$ cat src/sv/ierr_pkg.sv
// ----------------------------------------------------------------------------
// ierr_pkg
// Shared types, protocol constants and checksum helper of the ICMPv6 echo
// reply rewriter.
// ----------------------------------------------------------------------------
package ierr_pkg;

   localparam int WORD_W    = 64;
   localparam int BYTES_W   = 4;
   localparam int HDR_WORDS = 7;

   localparam logic [15:0] ETHERTYPE_IPV6  = 16'h86DD;
   localparam logic [7:0]  NEXT_HDR_ICMPV6 = 8'd58;
   localparam logic [7:0]  ECHO_REQUEST    = 8'd128;
   localparam logic [7:0]  ECHO_REPLY      = 8'd129;
   // ones' complement of the old type/code word (0x8000), and the new word itself
   localparam logic [15:0] CSUM_OLD_INV    = 16'h7FFF;
   localparam logic [15:0] CSUM_NEW        = 16'h8100;

   localparam logic [3:0]  FULL_BYTES      = 4'd8;
   localparam logic [3:0]  MIN_LAST_BYTES  = 4'd6;
   localparam logic [2:0]  LAST_HDR_POS    = 3'd6;
   localparam logic [2:0]  CSUM_POS        = 3'd7;

   typedef enum logic [1:0] {
      MODE_COLLECT = 2'd0,
      MODE_FORWARD = 2'd1,
      MODE_DISCARD = 2'd2,
      MODE_FLUSH   = 2'd3
   } mode_type;

   typedef enum logic [1:0] {
      KIND_DATA = 2'd0,
      KIND_CSUM = 2'd1,
      KIND_DROP = 2'd2
   } kind_type;

   typedef struct packed {
      kind_type             kind;
      logic [WORD_W-1:0]    word;
      logic [BYTES_W-1:0]   bytes;
      logic                 last;
   } item_type;

   // ones' complement 16-bit add with end-around carry
   function automatic logic [15:0] oc_add16(input logic [15:0] a, input logic [15:0] b);
      logic [16:0] s;
      logic [16:0] t;
      s = {1'b0, a} + {1'b0, b};
      t = {1'b0, s[15:0]} + {16'd0, s[16]};
      return t[15:0];
   endfunction

endpackage

$ cat src/sv/ierr_front.sv
// ----------------------------------------------------------------------------
// ierr_front
// Accepts frame words, holds the header, classifies the frame and issues
// work items (data, checksum word, drop) into the queue.
// ----------------------------------------------------------------------------
module ierr_front (
   input  logic                  clock,
   input  logic                  reset,
   input  logic                  req_valid,
   output logic                  req_ready,
   input  logic [63:0]           req_data_word,
   input  logic                  req_word_last,
   input  logic [3:0]            req_bytes_valid,
   output logic                  push_valid,
   input  logic                  push_ready,
   output ierr_pkg::item_type    push_item
);

   ierr_pkg::mode_type mode_ff, mode_in;
   logic [2:0]         pos_ff, pos_in;
   logic [2:0]         idx_ff, idx_in;
   logic [63:0]        hdr_ff [ierr_pkg::HDR_WORDS];
   logic [63:0]        w7_ff;
   logic [3:0]         cnt7_ff;
   logic               last7_ff;
   logic               hdr_we;
   logic               w7_we;
   logic               accept;
   logic [3:0]         cnt;
   logic               match;
   logic [7:0]         hb [ierr_pkg::HDR_WORDS*8];
   logic [7:0]         rb [ierr_pkg::HDR_WORDS*8];
   logic [63:0]        reply_words [ierr_pkg::HDR_WORDS];

   // byte count: only the last word may be short; zero or over eight is full
   assign cnt = (req_word_last && req_bytes_valid != 4'd0
                 && req_bytes_valid <= ierr_pkg::FULL_BYTES)
                ? req_bytes_valid : ierr_pkg::FULL_BYTES;

   assign match = hdr_ff[1][31:16] == ierr_pkg::ETHERTYPE_IPV6
               && hdr_ff[2][31:24] == ierr_pkg::NEXT_HDR_ICMPV6
               && req_data_word[15:8] == ierr_pkg::ECHO_REQUEST;

   // swap MACs and IPv6 addresses, set echo reply type
   always_comb begin
      for (int i = 0; i < ierr_pkg::HDR_WORDS*8; i++) begin
         hb[i] = hdr_ff[i/8][63-8*(i%8) -: 8];
      end
      for (int i = 0; i < ierr_pkg::HDR_WORDS*8; i++) begin
         if (i < 6) begin
            rb[i] = hb[i+6];
         end else if (i < 12) begin
            rb[i] = hb[i-6];
         end else if (i >= 22 && i < 38) begin
            rb[i] = hb[i+16];
         end else if (i >= 38 && i < 54) begin
            rb[i] = hb[i-16];
         end else if (i == 54) begin
            rb[i] = ierr_pkg::ECHO_REPLY;
         end else begin
            rb[i] = hb[i];
         end
      end
      for (int k = 0; k < ierr_pkg::HDR_WORDS; k++) begin
         for (int j = 0; j < 8; j++) begin
            reply_words[k][63-8*j -: 8] = rb[k*8+j];
         end
      end
   end

   always_comb begin
      mode_in    = mode_ff;
      pos_in     = pos_ff;
      idx_in     = idx_ff;
      hdr_we     = 1'b0;
      w7_we      = 1'b0;
      push_valid = 1'b0;
      push_item  = '{kind: ierr_pkg::KIND_DATA, word: req_data_word,
                     bytes: cnt, last: req_word_last};
      req_ready  = (mode_ff != ierr_pkg::MODE_FLUSH) && push_ready;
      accept     = req_valid && req_ready;
      case (mode_ff)
         ierr_pkg::MODE_FORWARD: begin
            push_valid = accept;
            if (accept && req_word_last) begin
               mode_in = ierr_pkg::MODE_COLLECT;
               pos_in  = 3'd0;
            end
         end
         ierr_pkg::MODE_DISCARD: begin
            push_item.kind = ierr_pkg::KIND_DROP;
            if (accept && req_word_last) begin
               push_valid = 1'b1;
               mode_in    = ierr_pkg::MODE_COLLECT;
               pos_in     = 3'd0;
            end
         end
         ierr_pkg::MODE_FLUSH: begin
            push_valid = 1'b1;
            if (idx_ff == ierr_pkg::CSUM_POS) begin
               push_item = '{kind: ierr_pkg::KIND_CSUM, word: w7_ff,
                             bytes: cnt7_ff, last: last7_ff};
            end else begin
               push_item = '{kind: ierr_pkg::KIND_DATA, word: reply_words[idx_ff],
                             bytes: ierr_pkg::FULL_BYTES, last: 1'b0};
            end
            if (push_ready) begin
               idx_in = idx_ff + 3'd1;
               if (idx_ff == ierr_pkg::CSUM_POS) begin
                  mode_in = last7_ff ? ierr_pkg::MODE_COLLECT : ierr_pkg::MODE_FORWARD;
               end
            end
         end
         default: begin
            push_item.kind = ierr_pkg::KIND_DROP;
            if (accept) begin
               if (pos_ff != ierr_pkg::CSUM_POS) begin
                  hdr_we = 1'b1;
                  if (req_word_last) begin
                     push_valid = 1'b1;
                     mode_in    = ierr_pkg::MODE_COLLECT;
                     pos_in     = 3'd0;
                  end else if (pos_ff == ierr_pkg::LAST_HDR_POS && !match) begin
                     mode_in = ierr_pkg::MODE_DISCARD;
                     pos_in  = 3'd0;
                  end else begin
                     mode_in = ierr_pkg::MODE_COLLECT;
                     pos_in  = pos_ff + 3'd1;
                  end
               end else if (req_word_last && cnt < ierr_pkg::MIN_LAST_BYTES) begin
                  push_valid = 1'b1;
                  mode_in    = ierr_pkg::MODE_COLLECT;
                  pos_in     = 3'd0;
               end else begin
                  w7_we   = 1'b1;
                  mode_in = ierr_pkg::MODE_FLUSH;
                  idx_in  = 3'd0;
                  pos_in  = 3'd0;
               end
            end
         end
      endcase
   end

   always_ff @(posedge clock) begin
      if (reset) begin
         mode_ff <= ierr_pkg::MODE_COLLECT;
         pos_ff  <= 3'd0;
         idx_ff  <= 3'd0;
      end else begin
         mode_ff <= mode_in;
         pos_ff  <= pos_in;
         idx_ff  <= idx_in;
      end
   end

   always_ff @(posedge clock) begin
      if (hdr_we) begin
         hdr_ff[pos_ff] <= req_data_word;
      end
      if (w7_we) begin
         w7_ff    <= req_data_word;
         cnt7_ff  <= cnt;
         last7_ff <= req_word_last;
      end
   end

endmodule

$ cat src/sv/ierr_queue.sv
// ----------------------------------------------------------------------------
// ierr_queue
// Small first-in first-out queue of work items between front and back.
// ----------------------------------------------------------------------------
module ierr_queue #(
   parameter int DEPTH = 4
) (
   input  logic                  clock,
   input  logic                  reset,
   input  logic                  push_valid,
   output logic                  push_ready,
   input  ierr_pkg::item_type    push_item,
   output logic                  pop_valid,
   input  logic                  pop_ready,
   output ierr_pkg::item_type    pop_item
);

   localparam int PTR_W = $clog2(DEPTH);
   localparam int CNT_W = $clog2(DEPTH + 1);
   localparam logic [PTR_W-1:0] PTR_MAX = PTR_W'(DEPTH - 1);

   ierr_pkg::item_type mem_ff [DEPTH];
   logic [PTR_W-1:0]   wr_ptr_ff, wr_ptr_in;
   logic [PTR_W-1:0]   rd_ptr_ff, rd_ptr_in;
   logic [CNT_W-1:0]   count_ff, count_in;
   logic               do_push;
   logic               do_pop;

   assign push_ready = count_ff != CNT_W'(DEPTH);
   assign pop_valid  = count_ff != '0;
   assign pop_item   = mem_ff[rd_ptr_ff];
   assign do_push    = push_valid && push_ready;
   assign do_pop     = pop_valid && pop_ready;

   always_comb begin
      wr_ptr_in = wr_ptr_ff;
      rd_ptr_in = rd_ptr_ff;
      count_in  = count_ff;
      if (do_push) begin
         wr_ptr_in = (wr_ptr_ff == PTR_MAX) ? '0 : wr_ptr_ff + 1'b1;
      end
      if (do_pop) begin
         rd_ptr_in = (rd_ptr_ff == PTR_MAX) ? '0 : rd_ptr_ff + 1'b1;
      end
      if (do_push && !do_pop) begin
         count_in = count_ff + 1'b1;
      end else if (do_pop && !do_push) begin
         count_in = count_ff - 1'b1;
      end
   end

   always_ff @(posedge clock) begin
      if (reset) begin
         wr_ptr_ff <= '0;
         rd_ptr_ff <= '0;
         count_ff  <= '0;
      end else begin
         wr_ptr_ff <= wr_ptr_in;
         rd_ptr_ff <= rd_ptr_in;
         count_ff  <= count_in;
      end
   end

   always_ff @(posedge clock) begin
      if (do_push) begin
         mem_ff[wr_ptr_ff] <= push_item;
      end
   end

endmodule

$ cat src/sv/ierr_back.sv
// ----------------------------------------------------------------------------
// ierr_back
// Carries out work items: patches the checksum, forms drop results and
// holds each result in the output register.
// ----------------------------------------------------------------------------
module ierr_back (
   input  logic                  clock,
   input  logic                  reset,
   input  logic                  pop_valid,
   output logic                  pop_ready,
   input  ierr_pkg::item_type    pop_item,
   output logic                  rsp_valid,
   input  logic                  rsp_ready,
   output logic [63:0]           rsp_out_word,
   output logic [3:0]            rsp_out_bytes,
   output logic                  rsp_out_end,
   output logic                  rsp_verdict
);

   logic        valid_ff, valid_in;
   logic [63:0] word_ff, word_in;
   logic [3:0]  bytes_ff, bytes_in;
   logic        end_ff, end_in;
   logic        verdict_ff, verdict_in;
   logic [15:0] csum_sum;
   logic        load;

   assign pop_ready = !valid_ff || rsp_ready;
   assign load      = pop_valid && pop_ready;

   // new = ~(~old + ~0x8000 + 0x8100)
   assign csum_sum = ierr_pkg::oc_add16(
                        ierr_pkg::oc_add16(~pop_item.word[63:48], ierr_pkg::CSUM_OLD_INV),
                        ierr_pkg::CSUM_NEW);

   always_comb begin
      word_in    = pop_item.word;
      bytes_in   = pop_item.bytes;
      end_in     = pop_item.last;
      verdict_in = 1'b0;
      case (pop_item.kind)
         ierr_pkg::KIND_CSUM: begin
            word_in = {~csum_sum, pop_item.word[47:0]};
         end
         ierr_pkg::KIND_DROP: begin
            word_in    = '0;
            bytes_in   = '0;
            end_in     = 1'b1;
            verdict_in = 1'b1;
         end
         default: begin
            word_in = pop_item.word;
         end
      endcase
      valid_in = load ? 1'b1 : (valid_ff && !rsp_ready);
   end

   always_ff @(posedge clock) begin
      if (reset) begin
         valid_ff <= 1'b0;
      end else begin
         valid_ff <= valid_in;
      end
   end

   always_ff @(posedge clock) begin
      if (load) begin
         word_ff    <= word_in;
         bytes_ff   <= bytes_in;
         end_ff     <= end_in;
         verdict_ff <= verdict_in;
      end
   end

   assign rsp_valid     = valid_ff;
   assign rsp_out_word  = word_ff;
   assign rsp_out_bytes = bytes_ff;
   assign rsp_out_end   = end_ff;
   assign rsp_verdict   = verdict_ff;

endmodule

$ cat src/sv/icmpv6_echo_reply_rewriter.sv
// ----------------------------------------------------------------------------
// icmpv6_echo_reply_rewriter
// Turns ICMPv6 echo requests, streamed as 64-bit words, into echo replies.
// ----------------------------------------------------------------------------
// Frames arrive one big-endian 64-bit word per request, first byte in the top
// byte lane. The first seven words are held; the seventh decides whether the
// frame is an IPv6 ICMPv6 echo request and the eighth whether it is at least
// 62 bytes long. A reply frame leaves with MAC and IPv6 addresses swapped, the
// type set to echo reply and the checksum patched incrementally; the eight
// header results all leave after the eighth word is taken, later words pass
// one for one. Any other frame yields one drop result (verdict high, no data)
// on its last word. Words are taken at one per cycle while the queue has room;
// on the eighth word of a reply frame the front stops taking requests while it
// issues the rewritten header into the queue, one word a cycle while the queue
// has room. Other frames cause no such pause. A forwarded word or a drop result
// is written into the queue when its request is taken and reaches rsp_valid
// when the output register loads it from there. The queue (QUEUE_DEPTH items)
// lets requests be taken while a result still waits for rsp_ready and absorbs
// short stalls on the result side.
// ----------------------------------------------------------------------------
module icmpv6_echo_reply_rewriter #(
   parameter int QUEUE_DEPTH = 4
) (
   input  logic        clock,
   input  logic        reset,
   input  logic        req_valid,
   output logic        req_ready,
   input  logic [63:0] req_data_word,
   input  logic        req_word_last,
   input  logic [3:0]  req_bytes_valid,
   output logic        rsp_valid,
   input  logic        rsp_ready,
   output logic [63:0] rsp_out_word,
   output logic [3:0]  rsp_out_bytes,
   output logic        rsp_out_end,
   output logic        rsp_verdict
);

   // work items from the classifier into the queue
   logic               push_valid;
   logic               push_ready;
   ierr_pkg::item_type push_item;
   // work items from the queue into the output stage
   logic               pop_valid;
   logic               pop_ready;
   ierr_pkg::item_type pop_item;

   // front: hold the header, classify, issue rewritten header words
   ierr_front u_front (
      .clock           (clock),
      .reset           (reset),
      .req_valid       (req_valid),
      .req_ready       (req_ready),
      .req_data_word   (req_data_word),
      .req_word_last   (req_word_last),
      .req_bytes_valid (req_bytes_valid),
      .push_valid      (push_valid),
      .push_ready      (push_ready),
      .push_item       (push_item)
   );

   // decouple the two sides so each may stall on its own
   ierr_queue #(
      .DEPTH (QUEUE_DEPTH)
   ) u_queue (
      .clock      (clock),
      .reset      (reset),
      .push_valid (push_valid),
      .push_ready (push_ready),
      .push_item  (push_item),
      .pop_valid  (pop_valid),
      .pop_ready  (pop_ready),
      .pop_item   (pop_item)
   );

   // back: patch the checksum, form drop results, register the output
   ierr_back u_back (
      .clock         (clock),
      .reset         (reset),
      .pop_valid     (pop_valid),
      .pop_ready     (pop_ready),
      .pop_item      (pop_item),
      .rsp_valid     (rsp_valid),
      .rsp_ready     (rsp_ready),
      .rsp_out_word  (rsp_out_word),
      .rsp_out_bytes (rsp_out_bytes),
      .rsp_out_end   (rsp_out_end),
      .rsp_verdict   (rsp_verdict)
   );

endmodule

$ cat config.mk
export PLATFORM = sky130hd
export DESIGN_NAME = icmpv6_echo_reply_rewriter
export DESIGN_NICKNAME = d
export VERILOG_FILES = /design/src/sv/ierr_pkg.sv /design/src/sv/ierr_front.sv /design/src/sv/ierr_queue.sv /design/src/sv/ierr_back.sv /design/src/sv/icmpv6_echo_reply_rewriter.sv
export SDC_FILE = /design/constraint.sdc
export NUM_CORES = 1
export LEC_CHECK = 0
export BUFFER_PORTS_ARGS = -buffer_cell sky130_fd_sc_hd__clkbuf_2
export CELL_PAD_IN_SITES_DETAIL_PLACEMENT = 1
export CELL_PAD_IN_SITES_GLOBAL_PLACEMENT = 1
export CORE_ASPECT_RATIO = 0.6
export CORE_MARGIN = 5
export CORE_UTILIZATION = 50
export CTS_CLUSTER_DIAMETER = 40
export DETAILED_ROUTE_END_ITERATION = 10
export PLACE_DENSITY = 0.81
export RECOVER_POWER = 100
export SLEW_MARGIN = 0
export SYNTH_ARGS = -nofsm -noshare
export SYNTH_HDL_FRONTEND = slang
export SYNTH_SLANG_ARGS = --single-unit
$ cat constraint.sdc
create_clock -name clock -period 12.8 [get_ports clock]
set_input_delay 1.92 -clock clock [delete_from_list [all_inputs] [get_ports clock]]
set_output_delay 1.92 -clock clock [all_outputs]
set_load 0.02 [all_outputs]
==> reports/qor.csv <==
stage;metric;value;unit
outcome;status;complete, but fails checks;
outcome;violations;capacitance limit, slew limit;
timing;fin_setup_tns;0;ps
synth;synthCells;2038;
min_path;hp-start;u_back.rsp_valid;
critical_path;rrSetupSlack;3500;ps
place;place_area;37000;um^2
route;totalWireLength;92100;um
clocking;postCtsSetupBuffers;0;
synth;synth_edf_count;863;
timing;tightestPinTransition;5510;ps
clocking;cts_buffers;89;
grt;grt_pass1_vias;21014;
clocking;clock_sinks;881;
route;dr_total_vias;19561;
clocking;cts_root_buf;clkbuf_16;
critical_path;worstPathMaxFanout;44;
clocking;ctsHtreeMaxLevel;3;
clocking;cts_tree;built;
job;max_cap_viol_count;25;
layout;multi_input_area;8520;um^2
power;clkPwrFrac;32.9;%
floorplan;ios;145;
clocking;cts_resized;0;
timing;finalWorstSetupSlack;3500;ps
layout;final_common_cell;edfxtp_1;
critical_path;critPathLaunchType;register;
grt;grt_max_degree;76;
layout;final_nets;2280;
layout;nFillCells;6397;
timing;finalHoldViolations;0;
place;dpl.hpwl;55300;um
timing;finalSetupViolations;0;
timing;fmax;107;MHz
synth;synth_cell_type_count;76;
critical_path;end_kind;register;
critical_path;arrival;9660;ps
place;dpl_worst_slack;5610;ps
place;port-buffer-count;144;
clocking;cts_buffer_depth;3;
critical_path;worst_r2r_path_depth;23;
layout;regArea;26300;um^2
power;peakVddDrop;111;uV
critical_path;r2r-end;u_back.rsp_out_word[63];
grt;grt_overflow;0;
critical_path;critical_path_class;reg2reg;
layout;layout-drive-gt1-share;13.9;%
timing;fin_crit;9300;ps
timing;whs;523;ps
floorplan;die_h;216;um
min_path;min_delay_path_depth;2;
synth;synth_ff_type;edfxtp_1;
route;drt-initial-drc-count;1966;
floorplan;core;70000;um^2
floorplan;dieArea;76300;um^2
grt;antenna_found_initial;11;
clocking;clock_latency;650;ps
floorplan;die_w;353;um
layout;layoutNonFillerInstCount;3185;
floorplan;start_util;50.5;%
layout;mostFrequentLayoutCells;863 x edfxtp_1, 210 x nor2_1, 192 x a21oi_1, 169 x clkbuf_1, 132 x mux4_2;
synth;netlist_area;35400;um^2
power;internal-power;5.56;mW
clocking;clk_pin_slew_worst_paths;60;ps
synth;postSynthAreaPerCell;17.4;um^2
clocking;cts_hold_buf;0;
power;seqPwrFrac;46.5;%
synth;synthArstFlopShare;0;%
route;routedWlPerCell;28.9;um
min_path;min_delay_worst_endpoint;u_back.rsp_valid;
place;finalWeightedCongestion;0.828;
layout;area_delta_synth_final;12.0;%
power;power_switching;2.32;mW
timing;grt_setup_unrepaired;false;
route;antenna_left;0;
route;vias_per_cell;6.14;
grt;grt_first_pass_wirelength;138000;um
grt;grtUsageTotal;24.1;%
place;dp_cells;3015;
timing;period_share;72.7;%
critical_path;crit_required;13160;ps
timing;finalClockSkew;29.4;ps
synth;ys_seq_area_share;74.3;%
power;cellLeakagePower;12.4;nW
timing;max_slew_margin;-268;%
layout;finalInstanceArea;39600;um^2
power;swShare;29.4;%
power;p_per_area;199;nW/um^2
timing;final_max_slew_viol_count;1315;
synth;ys_warn_count;0;
route;first_pass_iters;5;
min_path;min_path_type;reg2reg;
power;p_comb_share;20.6;%
synth;yosys_register_bits;881;
route;route.detailed.drc;0;
floorplan;std_cell_rows;75;
synth;syn_nets;2136;
[worst max-delay path, cell delays in order, from the launching register on]
cell and delay (ps):
dfxtp_4 720, clkbuf_1 2700, mux4_2 890, nand4_4 250, nor3_1 100, nor2_1 210
ha_1 230, ha_1 250, o2111a_1 560, mux2i_4 380, xnor2_1 230, ha_1 270
o41ai_2 110, nand2b_1 180, nor3_1 130, or2_2 190, ha_1 180, and3_1 220
and2_1 200, and4_1 290, nand4_1 190, a211oi_2 280, xnor2_1 140, o21ai_1 80
[stage by stage]
stage,total power [mW],utilization (%)
2_1_floorplan,4.82,-
3_3_place_gp,5.28,52.9
3_5_place_dp,5.35,52.9
4_1_cts,7.94,57.0
5_1_grt,8.23,56.6
6_report,7.88,56.6
[cell type report]
cell class	count	area share, %
well taps	924	2.92
repair buffers	167	1.66
inverters	22	0.208
clock buffers	107	5.92
diodes	4	0.0253
flip-flops and latches	881	66.4
clock inverters	59	1.39
multi-input cells	1021	21.5
[registers in the layout, indices dropped and copies added, names as in the netlist, 2 cells and up, named ones only]
| signal | flops |
|---|---|
| u_queue.count_ff | 3 |
| u_front.idx_ff | 3 |
| u_front.w7_ff | 64 |
| u_front.mode_ff | 2 |
| u_back.rsp_out_word | 64 |
| u_back.rsp_out_bytes | 4 |
| u_front.hdr_ff | 440 |
| u_front.pos_ff | 3 |
| u_front.cnt7_ff | 4 |
| u_queue.wr_ptr_ff | 2 |
| u_queue.mem_ff | 284 |
| u_queue.rd_ptr_ff | 2 |
[synthesized netlist by cell type, types with 20 or more instances]
master,n,area (um^2)
inv_1,22,82.6
xor2_1,20,175
mux2i_1,67,671
o21ai_0,33,165
nor2b_1,56,350
a21oi_1,192,961
a211oi_1,60,450
mux4_2,132,2970
ha_1,24,300
clkbuf_1,90,338
nor2_1,210,788
nand2_1,50,188
edfxtp_1,863,25900
[worst max-delay path by stage]
| stage | start | end | slack (ps) |
|---|---|---|---|
| 3_3_place_gp | register | u_back.rsp_out_word[63] | 5890 |
| 3_5_place_dp | register | u_back.rsp_out_word[63] | 5610 |
| 5_1_grt | register | u_back.rsp_out_word[62] | 2550 |
| 4_1_cts | register | u_back.rsp_out_word[63] | 5590 |
| 6_report | register | u_back.rsp_out_word[63] | 3500 |
| 2_1_floorplan | req_valid | u_front.hdr_ff[5][0] | 4880 |
[power by group through the flow]
stage | clock network, mW | logic [mW] | registers (mW)
finish | 2.59 | 1.62 | 3.66
global route | 2.78 | 1.76 | 3.69
CTS | 2.63 | 1.68 | 3.64
detailed placement | 0 | 1.65 | 3.69
global placement | 0 | 1.60 | 3.68
floorplan | 0 | 1.01 | 3.80
[kinds of logic after synthesis]
group | share of synthesized area (%)
and+or+nand+nor | 5.75
muxes | 10.9
DFF | 74.3
buffers and inverters | 1.63
adders and majority gates | 0.906
xor gates and xnor gates | 1.01
AOI/OAI and AO/OA | 5.54
[metal layers]
| metal | track usage, % | up-vias | wire length [um] |
|---|---|---|---|
| met1 | 32.5 | 10285 | 36700 |
| met4 | 7.22 | 4 | 2630 |
| met5 | 0 | - | 22 |
| li1 | - | 8315 | - |
| met2 | 40.1 | 794 | 45800 |
| met3 | 5.06 | 163 | 7040 |
Note: power is estimated with default switching activity, not from simulation.
